$ cat src/sv/sefp_pkg.sv
// ----------------------------------------------------------------------------
// sefp_pkg
// Shared types, codes and the byte-wide CRC-16 update of the frame parser.
// ----------------------------------------------------------------------------
package sefp_pkg;

    // result kinds
    localparam logic [1:0] KIND_PAYLOAD = 2'd0;
    localparam logic [1:0] KIND_DONE    = 2'd1;
    localparam logic [1:0] KIND_ERROR   = 2'd2;

    // error causes
    localparam logic [1:0] CAUSE_LEN_HEX   = 2'd0;
    localparam logic [1:0] CAUSE_LEN_RANGE = 2'd1;
    localparam logic [1:0] CAUSE_CRC_HEX   = 2'd2;

    // configuration register indexes
    localparam logic [1:0] CFG_SYNC_VALUE    = 2'd0;
    localparam logic [1:0] CFG_MAX_FRAME_LEN = 2'd1;
    localparam logic [1:0] CFG_CRC_START     = 2'd2;

    localparam logic [7:0]  SYNC_RESET      = 8'h55;
    localparam logic [11:0] MAX_LEN_RESET   = 12'd4095;
    localparam logic [15:0] CRC_START_RESET = 16'hFFFF;
    localparam logic [15:0] CRC_POLY        = 16'h1021;
    localparam logic [11:0] MIN_FRAME_LEN   = 12'd9;
    localparam logic [12:0] CRC_FIELD_LEN   = 13'd4;

    typedef struct packed {
        logic [7:0]  sync_value;
        logic [11:0] max_frame_len;
        logic [15:0] crc_seed;
    } t_cfg;

    typedef struct packed {
        logic [1:0]  kind;
        logic [7:0]  data;
        logic [10:0] payload_count;
        logic [11:0] frame_len;
        logic [15:0] crc_got;
        logic [15:0] crc_calc;
        logic        crc_match;
        logic [1:0]  error_cause;
    } t_result;

    function automatic logic [15:0] crc_byte(input logic [15:0] crc, input logic [7:0] b);
        logic [15:0] c;
        c = crc ^ {b, 8'h00};
        for (int i = 0; i < 8; i++) begin
            if (c[15]) begin
                c = {c[14:0], 1'b0} ^ CRC_POLY;
            end else begin
                c = {c[14:0], 1'b0};
            end
        end
        return c;
    endfunction

endpackage

$ cat src/sv/sefp_byte_if.sv
// ----------------------------------------------------------------------------
// sefp_byte_if
// Valid/ready channel carrying one received raw byte per word.
// ----------------------------------------------------------------------------
interface sefp_byte_if;
    logic       valid;
    logic       ready;
    logic [7:0] rx_byte;

    modport source (output valid, output rx_byte, input ready);
    modport sink   (input valid, input rx_byte, output ready);
endinterface

$ cat src/sv/sefp_result_if.sv
// ----------------------------------------------------------------------------
// sefp_result_if
// Valid/ready channel carrying one parser result per word.
// ----------------------------------------------------------------------------
interface sefp_result_if;
    logic        valid;
    logic        ready;
    logic [1:0]  kind;
    logic [7:0]  data;
    logic [10:0] payload_count;
    logic [11:0] frame_len;
    logic [15:0] crc_got;
    logic [15:0] crc_calc;
    logic        crc_match;
    logic [1:0]  error_cause;

    modport source (output valid, output kind, output data, output payload_count,
                    output frame_len, output crc_got, output crc_calc, output crc_match,
                    output error_cause, input ready);
    modport sink   (input valid, input kind, input data, input payload_count,
                    input frame_len, input crc_got, input crc_calc, input crc_match,
                    input error_cause, output ready);
endinterface

$ cat src/sv/sefp_parser.sv
// ----------------------------------------------------------------------------
// sefp_parser
// Frame state and one-byte parse step: header, unstuffing, CRC and checks.
// ----------------------------------------------------------------------------
module sefp_parser #(
    parameter int MAX_PAYLOAD = 1024
) (
    input  logic                 i_clk,
    input  logic                 i_rst_n,
    input  logic                 i_step,
    input  logic [7:0]           i_byte,
    input  sefp_pkg::t_cfg       i_cfg,
    output logic                 o_res_valid,
    output sefp_pkg::t_result    o_res
);

    localparam logic [3:0] PH_IDLE    = 4'd0;
    localparam logic [3:0] PH_TYPE    = 4'd1;
    localparam logic [3:0] PH_LEN0    = 4'd2;
    localparam logic [3:0] PH_LEN1    = 4'd3;
    localparam logic [3:0] PH_LEN2    = 4'd4;
    localparam logic [3:0] PH_PAYLOAD = 4'd5;
    localparam logic [3:0] PH_ESC     = 4'd6;
    localparam logic [3:0] PH_CRC1    = 4'd7;
    localparam logic [3:0] PH_CRC2    = 4'd8;
    localparam logic [3:0] PH_CRC3    = 4'd9;
    localparam logic [3:0] PH_DONE    = 4'd10;
    localparam logic [3:0] PH_ERROR   = 4'd11;

    localparam logic [11:0] KEEP_LIMIT = 12'(MAX_PAYLOAD);

    // bit 4 set: not a hex character
    function automatic logic [4:0] hex_val(input logic [7:0] c);
        logic [4:0] v;
        if (c >= "0" && c <= "9") begin
            v = 5'(c - "0");
        end else if (c >= "A" && c <= "F") begin
            v = 5'(c - "A" + 8'd10);
        end else if (c >= "a" && c <= "f") begin
            v = 5'(c - "a" + 8'd10);
        end else begin
            v = 5'd16;
        end
        return v;
    endfunction

    logic [3:0]  r_phase,   n_phase;
    logic [7:0]  r_type,    n_type;
    logic        r_len_bad, n_len_bad;
    logic        r_crc_bad, n_crc_bad;
    logic [11:0] r_decl,    n_decl;
    logic [12:0] r_raw,     n_raw;
    logic [11:0] r_kept,    n_kept;
    logic [15:0] r_crc,     n_crc;
    logic [11:0] r_crc_dig, n_crc_dig;

    logic        is_sync;
    logic [4:0]  hv;
    logic [3:0]  digit;
    logic [11:0] new_decl;
    logic [15:0] crc_next;
    logic [15:0] crc_got;
    logic        keep_ok;

    assign is_sync  = (i_byte == i_cfg.sync_value);
    assign hv       = hex_val(i_byte);
    assign digit    = hv[4] ? 4'd0 : hv[3:0];
    assign new_decl = {r_decl[7:0], digit};
    assign crc_next = sefp_pkg::crc_byte(r_crc, i_byte);
    assign crc_got  = {r_crc_dig, digit};
    assign keep_ok  = (r_kept < KEEP_LIMIT);

    always_comb begin
        n_phase     = r_phase;
        n_type      = r_type;
        n_len_bad   = r_len_bad;
        n_crc_bad   = r_crc_bad;
        n_decl      = r_decl;
        n_raw       = r_raw;
        n_kept      = r_kept;
        n_crc       = r_crc;
        n_crc_dig   = r_crc_dig;
        o_res_valid = 1'b0;
        o_res       = '0;
        o_res.data          = r_type;
        o_res.payload_count = r_kept[10:0];
        o_res.frame_len     = r_decl;

        unique case (r_phase) inside
            PH_TYPE: begin
                n_type  = i_byte;
                n_crc   = crc_next;
                n_raw   = r_raw + 13'd1;
                n_phase = PH_LEN0;
            end
            PH_LEN0, PH_LEN1, PH_LEN2: begin
                n_crc     = crc_next;
                n_raw     = r_raw + 13'd1;
                n_decl    = new_decl;
                n_len_bad = r_len_bad | hv[4];
                n_phase   = r_phase + 4'd1;
                if (r_phase == PH_LEN2) begin
                    if (r_len_bad || hv[4]) begin
                        n_decl            = '0;
                        n_phase           = PH_ERROR;
                        o_res_valid       = 1'b1;
                        o_res.kind        = sefp_pkg::KIND_ERROR;
                        o_res.frame_len   = '0;
                        o_res.error_cause = sefp_pkg::CAUSE_LEN_HEX;
                    end else if (new_decl < sefp_pkg::MIN_FRAME_LEN ||
                                 new_decl > i_cfg.max_frame_len) begin
                        n_phase           = PH_ERROR;
                        o_res_valid       = 1'b1;
                        o_res.kind        = sefp_pkg::KIND_ERROR;
                        o_res.frame_len   = new_decl;
                        o_res.error_cause = sefp_pkg::CAUSE_LEN_RANGE;
                    end else begin
                        n_phase = PH_PAYLOAD;
                    end
                end
            end
            PH_PAYLOAD: begin
                if (r_raw >= {1'b0, r_decl} - sefp_pkg::CRC_FIELD_LEN) begin
                    n_crc_bad = r_crc_bad | hv[4];
                    n_crc_dig = {r_crc_dig[7:0], digit};
                    n_phase   = PH_CRC1;
                end else begin
                    n_crc = crc_next;
                    n_raw = r_raw + 13'd1;
                    if (is_sync) begin
                        n_phase = PH_ESC;
                    end else if (keep_ok) begin
                        n_kept              = r_kept + 12'd1;
                        o_res_valid         = 1'b1;
                        o_res.kind          = sefp_pkg::KIND_PAYLOAD;
                        o_res.data          = i_byte;
                        o_res.payload_count = n_kept[10:0];
                    end
                end
            end
            PH_ESC: begin
                if (is_sync) begin
                    n_crc   = crc_next;
                    n_raw   = r_raw + 13'd1;
                    n_phase = PH_PAYLOAD;
                    if (keep_ok) begin
                        n_kept              = r_kept + 12'd1;
                        o_res_valid         = 1'b1;
                        o_res.kind          = sefp_pkg::KIND_PAYLOAD;
                        o_res.data          = i_byte;
                        o_res.payload_count = n_kept[10:0];
                    end
                end else begin
                    // broken escape: the sync opens a new frame, this word is its type
                    n_type    = i_byte;
                    n_len_bad = 1'b0;
                    n_crc_bad = 1'b0;
                    n_decl    = '0;
                    n_raw     = 13'd2;
                    n_kept    = '0;
                    n_crc     = sefp_pkg::crc_byte(i_cfg.crc_seed, i_byte);
                    n_crc_dig = '0;
                    n_phase   = PH_LEN0;
                end
            end
            PH_CRC1, PH_CRC2: begin
                n_crc_bad = r_crc_bad | hv[4];
                n_crc_dig = {r_crc_dig[7:0], digit};
                n_phase   = r_phase + 4'd1;
            end
            PH_CRC3: begin
                o_res_valid = 1'b1;
                if (hv[4] || r_crc_bad) begin
                    n_phase           = PH_ERROR;
                    o_res.kind        = sefp_pkg::KIND_ERROR;
                    o_res.error_cause = sefp_pkg::CAUSE_CRC_HEX;
                end else begin
                    n_phase         = PH_DONE;
                    o_res.kind      = sefp_pkg::KIND_DONE;
                    o_res.crc_got   = crc_got;
                    o_res.crc_calc  = r_crc;
                    o_res.crc_match = (crc_got == r_crc);
                end
            end
            default: begin
                if (is_sync) begin
                    n_type    = '0;
                    n_len_bad = 1'b0;
                    n_crc_bad = 1'b0;
                    n_decl    = '0;
                    n_raw     = 13'd1;
                    n_kept    = '0;
                    n_crc     = i_cfg.crc_seed;
                    n_crc_dig = '0;
                    n_phase   = PH_TYPE;
                end
            end
        endcase
    end

    always_ff @(posedge i_clk) begin
        if (!i_rst_n) begin
            r_phase   <= PH_IDLE;
            r_type    <= '0;
            r_len_bad <= 1'b0;
            r_crc_bad <= 1'b0;
            r_decl    <= '0;
            r_raw     <= '0;
            r_kept    <= '0;
            r_crc     <= sefp_pkg::CRC_START_RESET;
            r_crc_dig <= '0;
        end else if (i_step) begin
            r_phase   <= n_phase;
            r_type    <= n_type;
            r_len_bad <= n_len_bad;
            r_crc_bad <= n_crc_bad;
            r_decl    <= n_decl;
            r_raw     <= n_raw;
            r_kept    <= n_kept;
            r_crc     <= n_crc;
            r_crc_dig <= n_crc_dig;
        end
    end

`ifndef ASSERT_OFF
    a_crc3_reports: assert property (@(posedge i_clk) disable iff (!i_rst_n)
        (i_step && r_phase == PH_CRC3) |-> o_res_valid)
        else $error("no result at end of crc field");

    a_end_parks: assert property (@(posedge i_clk) disable iff (!i_rst_n)
        (i_step && o_res_valid && o_res.kind != sefp_pkg::KIND_PAYLOAD)
        |=> (r_phase == PH_DONE || r_phase == PH_ERROR))
        else $error("frame end did not park the parser");

    a_payload_len: assert property (@(posedge i_clk) disable iff (!i_rst_n)
        (r_phase == PH_PAYLOAD || r_phase == PH_ESC) |-> (r_decl >= sefp_pkg::MIN_FRAME_LEN))
        else $error("payload phase with short declared length");

    a_keep_limit: assert property (@(posedge i_clk) disable iff (!i_rst_n)
        (o_res_valid && o_res.kind == sefp_pkg::KIND_PAYLOAD) |-> (n_kept <= KEEP_LIMIT))
        else $error("payload word beyond keep limit");
`endif

endmodule

$ cat src/sv/sync_escaped_frame_parser.sv
// ----------------------------------------------------------------------------
// sync_escaped_frame_parser
// Byte-stuffed frame parser with CRC-16 (0x1021) check, one byte per cycle when not stalled.
// ----------------------------------------------------------------------------
// Takes one raw byte per cycle on i_rx, unless o_res is stalled, and returns
// at most one result per byte on o_res: a payload byte, a frame-complete
// report with the received and computed CRC, or a frame error. Throughput is
// one byte per clock while o_res is not stalled; a result passes through the
// input register, then the result register. The throughput is set by the
// parse step, whose longest path is one byte-wide CRC-16 update. Configuration
// writes belong to idle periods; crc_start applies from the next frame start.
module sync_escaped_frame_parser #(
    parameter int MAX_PAYLOAD = 1024
) (
    input  logic                  i_clk,
    input  logic                  i_rst_n,
    input  logic                  i_cfg_we,
    input  logic [1:0]            i_cfg_idx,
    input  logic [15:0]           i_cfg_data,
    sefp_byte_if.sink             i_rx,
    sefp_result_if.source         o_res
);

    logic [7:0]        r_sync;
    logic [11:0]       r_max_len;
    logic [15:0]       r_crc_start;
    logic [15:0]       r_crc_seed;

    logic              r_in_valid;
    logic [7:0]        r_in_byte;
    logic              r_out_valid;
    sefp_pkg::t_result r_out;

    logic              advance;
    logic              res_valid;
    sefp_pkg::t_result res;
    sefp_pkg::t_cfg    cfg;

    always_ff @(posedge i_clk) begin
        if (!i_rst_n) begin
            r_sync      <= sefp_pkg::SYNC_RESET;
            r_max_len   <= sefp_pkg::MAX_LEN_RESET;
            r_crc_start <= sefp_pkg::CRC_START_RESET;
        end else if (i_cfg_we) begin
            unique case (i_cfg_idx)
                sefp_pkg::CFG_SYNC_VALUE:    r_sync      <= i_cfg_data[7:0];
                sefp_pkg::CFG_MAX_FRAME_LEN: r_max_len   <= i_cfg_data[11:0];
                sefp_pkg::CFG_CRC_START:     r_crc_start <= i_cfg_data;
                default: begin
                end
            endcase
        end
    end

    // crc after the opening sync word
    always_ff @(posedge i_clk) begin
        r_crc_seed <= sefp_pkg::crc_byte(r_crc_start, r_sync);
    end

    assign cfg.sync_value    = r_sync;
    assign cfg.max_frame_len = r_max_len;
    assign cfg.crc_seed      = r_crc_seed;

    assign advance    = r_in_valid && (!r_out_valid || o_res.ready);
    assign i_rx.ready = !r_in_valid || advance;

    always_ff @(posedge i_clk) begin
        if (!i_rst_n) begin
            r_in_valid <= 1'b0;
        end else if (i_rx.ready) begin
            r_in_valid <= i_rx.valid;
        end
    end

    always_ff @(posedge i_clk) begin
        if (i_rx.valid && i_rx.ready) begin
            r_in_byte <= i_rx.rx_byte;
        end
    end

    sefp_parser #(
        .MAX_PAYLOAD (MAX_PAYLOAD)
    ) u_parser (
        .i_clk       (i_clk),
        .i_rst_n     (i_rst_n),
        .i_step      (advance),
        .i_byte      (r_in_byte),
        .i_cfg       (cfg),
        .o_res_valid (res_valid),
        .o_res       (res)
    );

    always_ff @(posedge i_clk) begin
        if (!i_rst_n) begin
            r_out_valid <= 1'b0;
        end else if (advance) begin
            r_out_valid <= res_valid;
        end else if (o_res.ready) begin
            r_out_valid <= 1'b0;
        end
    end

    always_ff @(posedge i_clk) begin
        if (advance && res_valid) begin
            r_out <= res;
        end
    end

    assign o_res.valid         = r_out_valid;
    assign o_res.kind          = r_out.kind;
    assign o_res.data          = r_out.data;
    assign o_res.payload_count = r_out.payload_count;
    assign o_res.frame_len     = r_out.frame_len;
    assign o_res.crc_got       = r_out.crc_got;
    assign o_res.crc_calc      = r_out.crc_calc;
    assign o_res.crc_match     = r_out.crc_match;
    assign o_res.error_cause   = r_out.error_cause;

endmodule

$ cat src/flat_wrapper.sv
// flat-port wrapper written by rule: the top's interface ports become plain ports
module sync_escaped_frame_parser_flat 
#(
    parameter int MAX_PAYLOAD = 1024
)
  (i_clk, i_rst_n, i_cfg_we, i_cfg_idx, i_cfg_data, i_rx_valid, i_rx_rx_byte, i_rx_ready, o_res_valid, o_res_kind, o_res_data, o_res_payload_count, o_res_frame_len, o_res_crc_got, o_res_crc_calc, o_res_crc_match, o_res_error_cause, o_res_ready);
  sefp_byte_if i_rx_i ();
  sefp_result_if o_res_i ();
  input  logic i_clk;
  input  logic i_rst_n;
  input  logic i_cfg_we;
  input  logic [1:0] i_cfg_idx;
  input  logic [15:0] i_cfg_data;
  input wire logic [$bits(i_rx_i.valid)-1:0] i_rx_valid;
  input wire logic [$bits(i_rx_i.rx_byte)-1:0] i_rx_rx_byte;
  output wire logic [$bits(i_rx_i.ready)-1:0] i_rx_ready;
  output wire logic [$bits(o_res_i.valid)-1:0] o_res_valid;
  output wire logic [$bits(o_res_i.kind)-1:0] o_res_kind;
  output wire logic [$bits(o_res_i.data)-1:0] o_res_data;
  output wire logic [$bits(o_res_i.payload_count)-1:0] o_res_payload_count;
  output wire logic [$bits(o_res_i.frame_len)-1:0] o_res_frame_len;
  output wire logic [$bits(o_res_i.crc_got)-1:0] o_res_crc_got;
  output wire logic [$bits(o_res_i.crc_calc)-1:0] o_res_crc_calc;
  output wire logic [$bits(o_res_i.crc_match)-1:0] o_res_crc_match;
  output wire logic [$bits(o_res_i.error_cause)-1:0] o_res_error_cause;
  input wire logic [$bits(o_res_i.ready)-1:0] o_res_ready;
  assign i_rx_i.valid = i_rx_valid;
  assign i_rx_i.rx_byte = i_rx_rx_byte;
  assign i_rx_ready = i_rx_i.ready;
  assign o_res_valid = o_res_i.valid;
  assign o_res_kind = o_res_i.kind;
  assign o_res_data = o_res_i.data;
  assign o_res_payload_count = o_res_i.payload_count;
  assign o_res_frame_len = o_res_i.frame_len;
  assign o_res_crc_got = o_res_i.crc_got;
  assign o_res_crc_calc = o_res_i.crc_calc;
  assign o_res_crc_match = o_res_i.crc_match;
  assign o_res_error_cause = o_res_i.error_cause;
  assign o_res_i.ready = o_res_ready;
  sync_escaped_frame_parser #(.MAX_PAYLOAD(MAX_PAYLOAD)) u_core (.i_clk(i_clk), .i_rst_n(i_rst_n), .i_cfg_we(i_cfg_we), .i_cfg_idx(i_cfg_idx), .i_cfg_data(i_cfg_data), .i_rx(i_rx_i), .o_res(o_res_i));
endmodule
$ cat config.mk
export PLATFORM = sky130hd
export DESIGN_NAME = sync_escaped_frame_parser_flat
export DESIGN_NICKNAME = d
export VERILOG_FILES = /design/src/sv/sefp_pkg.sv /design/src/sv/sefp_byte_if.sv /design/src/sv/sefp_result_if.sv /design/src/sv/sefp_parser.sv /design/src/sv/sync_escaped_frame_parser.sv /design/src/flat_wrapper.sv
export SDC_FILE = /design/constraint.sdc
export NUM_CORES = 1
export LEC_CHECK = 0
export ABC_AREA = 1
export BUFFER_PORTS_ARGS = -buffer_cell sky130_fd_sc_hd__buf_2
export CORE_MARGIN = 2
export CORE_UTILIZATION = 40
export CTS_BUF_LIST = sky130_fd_sc_hd__clkbuf_16
export CTS_CLUSTER_SIZE = 20
export DETAILED_ROUTE_END_ITERATION = 10
export GPL_TIMING_DRIVEN = 0
export PLACE_DENSITY = 0.66
export SLEW_MARGIN = 20
export SYNTH_ARGS = -nofsm -noshare
export SYNTH_HDL_FRONTEND = slang
export SYNTH_SLANG_ARGS = --single-unit
$ cat constraint.sdc
create_clock -name i_clk -period 8.4 [get_ports i_clk]
set_input_delay 2.52 -clock i_clk [delete_from_list [all_inputs] [get_ports i_clk]]
set_output_delay 2.52 -clock i_clk [all_outputs]
set_load 0.01 [all_outputs]
# After elaboration in Yosys (flattened, before gate mapping)
# Cells that the tools add are included.
# W data, S select, Z words.
# totals
in_bits,31
ff_bits,209
out_inout_bits,70
elab_cells,244
# op_classes
magnitude_cmp,10
n_addsub,9
n_eq_ne,18
mux,108
bitwise,35
n_reduce_logical,39
# ops
op,count
$mux W13,27
$mux W16,17
$mux W12,13
$not A3 Y3,24
$pmux W12 S3,2
$pmux W16 S4,1
$mux W19,3
$pmux W13 S4,1
$pmux W12 S4,1
$xor A16 B16 Y16,3
$pmux W19 S2,1
$mux W4,7
$pmux W4 S6,1
$pmux W8 S3,1
$mux W21,1
$eq A16 B16 Y1,1
$eq A4 B3 Y1 const B,4
$ge A8 B7 Y1 const B,2
$le A8 B7 Y1 const B,2
$mux W8,2
$mux W5,3
$mux W1,14
$mux W2,7
$reduce_or A7 Y1,2
other kinds (45),79

# Depth between registers and ports, before layout
# Gate-level depths: netlist (run 1).
# logic_depth
depth_word,33
ltp_mapped,25
mapped_depth_nobuf,24

# By module
# Synthesis (run 1) repeated with hierarchy kept, for this count alone.
# hier_totals
cells_unflattened,1468
area_unflattened_um2,11433.5
# modules_own_cells
mod,n_inst,seq_area_each_um2,cells_per_inst,area_per_inst_um2
sefp_parser,1,1581.5,1103,7019.2
sync_escaped_frame_parser,1,3363.2,365,4414.2

# Worst setup path after synthesis (run 1)
# Ideal clock, no wire load.
# synth_path
path_type,input-to-output
from,input port o_res_ready
to,output port i_rx_ready
slack_ns,3.176
n_path_buf,0
stages,2
required_ns,5.880
t_arrival_ns,2.704
path_cell_list,inv_1 -> nand3_1
# synth_via
elab_chain_cells,3
# synth_lines
item,line_no,rtl
start: declaration,flat_wrapper.sv:26,input wire logic [$bits(o_res_i.ready)-1:0] o_res_ready;
$logic_or A1 B1 Y1,sync_escaped_frame_parser.sv:64,assign advance = r_in_valid && (!r_out_valid || o_res.ready);
$logic_and A1 B1 Y1,sync_escaped_frame_parser.sv:64,
$logic_or A1 B1 Y1,sync_escaped_frame_parser.sv:65,assign i_rx.ready = !r_in_valid || advance;
end: declaration,flat_wrapper.sv:16,output wire logic [$bits(i_rx_i.ready)-1:0] i_rx_ready;
# No other way between the ends.

# Worst setup path after layout (run 1)
# Ends and elaborated chain as after synthesis.

==> flow_metrics.tcl, run 1 <==
set metrics [dict create \
    synth_flop_cell "dfxtp_1" \
    r2r-end "u_core.o_res.crc_calc[7]" \
    coreArea_um2 27600 \
    drv_slew 0 \
    rows 61 \
    hold_buffers 0 \
    wirelength_mm 29.3 \
    worstPathRequired_ps 5880 \
    start_util_pct 40.3 \
    final_cell_mix "nand2_1 (210), inv_1 (144), dfxtp_1 (133)" \
    hold_path.class "flip-flop to flip-flop" \
    hold_viol_final 0 \
    synth-edff-count 76 \
    cp-startpoint "o_res_ready" \
    synth_cells 1317 \
    postRouteAntennaNets 0 \
    clkPwrFrac_pct 42.9 \
    ys_ff_latch 209 \
    syn2layout_area_growth_pct 15.7 \
    worst_ir_drop_vdd_mv 0.162 \
    grt_max_degree 56 \
    final_core_util_pct 46.6 \
    htree_levels 1 \
    final_common_cell "nand2_1" \
    clock_path_buffers 3 \
    p_seq_share_pct 47.3 \
    cts_setup_buffers 0 \
    timing.final.crit_share_pct 64.8 \
    combPwrFrac_pct 9.8 \
    place_congestion 0.950 \
    finalNetCount 1507 \
    crit_arrival_ps 2930 \
    rrSetupSlack_ps 3920 \
    drive_above_1_share_pct 17.3 \
    numCtsBuffers 23 \
    startpoint_type "input port" \
    netSwitchingFraction_pct 24.8 \
    path_class "input port to primary output" \
    leakage_nw 5.80 \
    tritoncts "yes" \
    seq_area_frac_synth_pct 44.4 \
    drtIter0Drc 809 \
    synth_nets 1382 \
    reg2reg_from "u_core.r_in_byte[0]" \
    die_w_um 171 \
    intPower_mw 1.75 \
    synth_area_um2 11100 \
    dr.pass1.iters 5 \
    grt_use_total_pct 19.9 \
    cts-root-buf "clkbuf_16" \
    fill_cells 2774 \
    status "complete, no violations" \
    io_pins 101 \
    setup_tns_ps 0 \
    fmax_mhz 184 \
    relSlewSlack_pct 39.0 \
    syn_avg_cell_area_um2 8.45 \
    async_flop_share_pct 0 \
    grt_pass1_vias 8798 \
    drv_cap 0 \
    finClkSkew_ps 11.0 \
    power_switching_mw 0.576 \
    dpl.cell_count 1795 \
    vias 9390 \
    io_buffers 99 \
    post_drt_wl_per_cell_um 15.9 \
    post_cts_resized 0 \
    hpwl_mm 22.3 \
    die_area_um2 29200 \
    clkTransAtPathRegs_ps 60 \
    cts.sinks 209 \
    final_cells 1837 \
    setup_viol 0 \
    antenna_found_initial 0 \
    fin_crit_ps 5450 \
    rr_worst_depth 25 \
    crit_fanout 3 \
    remaining_drc_errors 0 \
    n_antenna_cell 0 \
    viasPerCell 5.11 \
    power.density_nw_per_um2 180 \
    grt_pass1_wl_mm 46.2 \
    synth_warnings 0 \
    die_y_um 171 \
    tightest_slew_ps 909 \
    cp-end-kind "primary output" \
    grt-ovfl-total 0 \
    clkLatencyLatePin_ps 530 \
    rsz0062_at_grt "no" \
    synth_cell_types 58 \
    cp-endpoint "i_rx_ready" \
]
-- sequential cells by signal, summed over array words and instances, names as in the netlist, 11 cells and up --
name	cells
u_core.u_parser.r_kept	12
u_core.r_crc_start	16
u_core.o_res.payload_count	11
u_core.u_parser.r_crc_dig	12
u_core.o_res.crc_calc	16
u_core.u_parser.r_crc	16
u_core.o_res.crc_got	16
u_core.r_max_len	12
u_core.o_res.frame_len	12
u_core.u_parser.r_raw	13
u_core.r_crc_seed	16
u_core.u_parser.r_decl	12
-- through the flow --
stage	worst slack (ps)	hold slack, ps	total power, mW	area [um^2]
after global placement	2600	445	1.34	12100
after CTS	2940	459	2.34	12900
after global routing	2920	494	2.41	12900
after floorplan	3180	422	1.28	11100
final	2950	457	2.32	12900
after detailed placement	2940	447	1.34	12100
-- synthesized netlist by cell type (16+ instances only) --
cell type,n,area (um^2)
inv_1,141,529
nand3_1,58,290
o21ai_0,73,365
edfxtp_1,76,2280
a21oi_1,94,470
nor2_1,114,428
o211ai_1,22,165
nand2_1,210,788
inv_2,20,75.1
xor2_1,38,333
xnor2_1,53,464
a211oi_2,16,200
dfxtp_1,133,2660
ha_1,34,425
nand4_1,22,138
clkbuf_1,26,97.6
nor3_1,20,100
-- power by group through the flow --
| stage | registers [mW] | clock network (mW) | logic [mW] |
|---|---|---|---|
| after CTS | 1.10 | 1.02 | 0.226 |
| after global placement | 1.12 | 0 | 0.223 |
| after detailed placement | 1.12 | 0 | 0.224 |
| after floorplan | 1.11 | 0 | 0.172 |
| final | 1.10 | 0.997 | 0.228 |
| after global routing | 1.10 | 1.06 | 0.252 |
-- logic make-up (layout without fill, tap and decap cells) --
| group | after synthesis | count (layout) | share of synthesized area (%) |
|---|---|---|---|
| compound gates | 279 | 279 | 15.8 |
| xor+xnor | 91 | 91 | 7.16 |
| fa+ha+maj | 34 | 34 | 3.82 |
| buf+inv | 222 | 364 | 8.32 |
| flops | 209 | 209 | 44.4 |
| simple gates | 482 | 482 | 20.5 |
-- final cells by class --
| class | instances | area (um^2) | area share, % |
|---|---|---|---|
| clock inverters | 18 | 154 | 1.19 |
| flip-flops and latches | 209 | 4940 | 38.4 |
| inverters | 168 | 646 | 5.01 |
| well taps | 378 | 473 | 3.67 |
| plain buffers | 54 | 283 | 2.19 |
| clock buffers | 24 | 601 | 4.66 |
| multi-input cells | 886 | 5260 | 40.8 |
| repair buffers | 100 | 523 | 4.06 |
-- layer usage --
layer	share of wire (%)	GRT usage, %	up-vias
met3	6.4	2.80	49
met1	46	27.6	4333
li1	-	-	4710
met2	46	32.7	298
met5	0	0	-
met4	2.0	5.20	0
-- worst min-delay path by stage --
stage | end | startpoint | cells after the start | slack [ps]
after floorplan | u_core.u_parser.r_kept[11] | u_core.u_parser.r_kept[11] | 2 | 420
after detailed placement | u_core.u_parser.r_kept[11] | u_core.u_parser.r_kept[11] | 2 | 450
after global placement | u_core.u_parser.r_kept[11] | u_core.u_parser.r_kept[11] | 2 | 450
after global routing | u_core.r_crc_seed[11] | u_core.r_crc_start[3] | 1 | 490
after CTS | u_core.u_parser.r_kept[11] | u_core.u_parser.r_kept[11] | 2 | 460
final | u_core.r_crc_seed[11] | u_core.r_crc_start[3] | 1 | 460
-- critical path, cell delays in order --
cell	delay, ps
buf_2	100
inv_1	60
nand3_1	100
buf_2	160
(Power assumes the default switching activity.)
==> run 2, diff against run 1 <==
--- a/config.mk
+++ b/config.mk
@@ -13,7 +13,7 @@
 export CTS_CLUSTER_SIZE = 20
 export DETAILED_ROUTE_END_ITERATION = 10
 export GPL_TIMING_DRIVEN = 0
-export PLACE_DENSITY = 0.66
+export PLACE_DENSITY = 0.69
 export SLEW_MARGIN = 20
 export SYNTH_ARGS = -nofsm -noshare
 export SYNTH_HDL_FRONTEND = slang
==> constraint.sdc (replaced) <==
create_clock -name i_clk -period 4.5 [get_ports i_clk]
set_input_delay 1.35 -clock i_clk [delete_from_list [all_inputs] [get_ports i_clk]]
set_output_delay 1.35 -clock i_clk [all_outputs]
set_load 0.01 [all_outputs]
==> flow_metrics.tcl, run 2 (synthesis gave the netlist of run 1 again) <==
set metrics [dict create \
    timing.final.crit_share_pct 94.0 \
    antenna_found_initial 0 \
    crit_fanout 28 \
    die_w_um 171 \
    final_common_cell "nand2_1" \
    syn2layout_area_growth_pct 16.1 \
    drv_slew 0 \
    rows 61 \
    cp-end-kind "flip-flop" \
    cts.sinks 209 \
    place_congestion 0.920 \
    clkLatencyLatePin_ps 520 \
    final_core_util_pct 46.8 \
    whs_ps 455 \
    multi_input_area_um2 5270 \
    htree_levels 1 \
    leakage_nw 5.83 \
    drive_above_1_share_pct 17.4 \
    hpwl_mm 22.7 \
    n_antenna_cell 0 \
    clock_path_buffers 3 \
    io_pins 101 \
    hold_buffers 0 \
    tritoncts "yes" \
    status "complete, no violations" \
    seqCellArea_um2 4940 \
    setup_tns_ps 0 \
    relSlewSlack_pct 39.0 \
    finClkSkew_ps 12.1 \
    grt_max_degree 56 \
    viasPerCell 5.21 \
    power.density_nw_per_um2 334 \
    grt-ovfl-total 0 \
    worstPathRequired_ps 4710 \
    startpoint_type "flip-flop" \
    die_y_um 171 \
    wirelength_mm 30.3 \
    path_class "flip-flop to flip-flop" \
    fill_cells 2746 \
    drv_cap 0 \
    dr.pass1.iters 6 \
    fin_crit_ps 4230 \
    hold_viol_final 0 \
    grt_use_total_pct 20.5 \
    numCtsBuffers 23 \
    post_drt_wl_per_cell_um 16.4 \
    fmax_mhz 236 \
    crit_arrival_ps 4440 \
    drtIter0Drc 887 \
    start_util_pct 40.3 \
    remaining_drc_errors 0 \
    finalNetCount 1511 \
    coreArea_um2 27600 \
    io_buffers 99 \
    hold_path.class "flip-flop to flip-flop" \
    tightest_slew_ps 909 \
    grt_pass1_vias 9071 \
    cts-root-buf "clkbuf_16" \
    final_cell_mix "nand2_1 (209), inv_1 (146), dfxtp_1 (133)" \
    postRouteAntennaNets 0 \
    grt_pass1_wl_mm 47.8 \
    worst_ir_drop_vdd_mv 0.286 \
    vias 9592 \
    die_area_um2 29200 \
    clkTransAtPathRegs_ps 60 \
    setup_viol 0 \
]
-- run 2: cell types whose count changed in the layout (fill, tap and decap cells not counted) --
cell,before,now
nor2_4,6,7
clkinv_1,3,4
clkinv_4,4,1
nand2_2,9,10
inv_2,21,22
nand2_1,210,209
nor2_2,4,3
inv_1,144,146
clkinvlp_4,1,0
clkbuf_16,24,25
buf_4,5,8
-- run 2: stage by stage --
| stage | area, um^2 | cells | setup WS (ps) | power, mW |
|---|---|---|---|---|
| 2_1_floorplan | 11100 | 1317 | 108 | 2.40 |
| 4_1_cts | 12900 | 1837 | 11.7 | 4.35 |
| 6_report | 12900 | 1841 | 271 | 4.32 |
| 3_5_place_dp | 12100 | 1795 | 23.2 | 2.51 |
| 3_3_place_gp | 12100 | 1794 | -1340 | 2.50 |
| 5_1_grt | 12900 | 1841 | -29.1 | 4.48 |
-- run 2: cell type report --
type,count,share of cell area [%]
timing repair buffer,104,4.42
clock buffer,24,4.65
inverter,168,5.02
sequential,209,38.3
tap,378,3.66
clock inverter,18,1.03
multi-input combinational,886,40.8
buffer,54,2.19
-- run 2: where the power goes --
group | switching, mW | internal (mW)
Clock | 0.761 | 1.08
Sequential | 0.0449 | 2.01
Combinational | 0.260 | 0.173
Total | 1.07 | 3.26
-- run 2: per-layer routing --
metal	GRT usage, %	share of wire, %
met5	0	0
met4	5.93	2.5
met3	2.71	6.4
met2	33.9	46
met1	28.0	45
-- run 2: repair_timing --
item                                    in CTS  in global routing
setup buffers                                0                  3
gates resized for setup                      0                  4
endpoints found under the setup margin       0                 55
-- run 2: critical path: stages (launching register included) --
cell,delay [ps]
edfxtp_1,360
buf_2,260
inv_2,110
ha_1,210
o21ai_0,160
nand2_1,80
nand2_2,150
inv_1,100
a21oi_1,140
nor2_1,70
nand2_2,180
inv_1,180
ha_1,340
inv_1,40
o21bai_1,120
nand4_1,120
nand2_1,80
nand2_1,50
nand2_1,60
nand2_1,70
nand3_2,90
nand2_1,110
buf_6,180
nand2_1,60
nand2_1,130
clkinv_4,220
buf_16,210
-- run 2: path summary, 6_finish.rpt --
| kind | slack, ps | start | cells after the start | to |
|---|---|---|---|---|
| min reg2reg | 450 | u_core.u_parser.r_kept[11] | 2 | u_core.u_parser.r_kept[11] |
| max reg2reg | 270 | u_core.r_in_byte[1] | 26 | u_core.o_res.crc_calc[11] |
| max | 270 | u_core.r_in_byte[1] | 26 | u_core.o_res.crc_calc[11] |
| min | 450 | u_core.u_parser.r_kept[11] | 2 | u_core.u_parser.r_kept[11] |
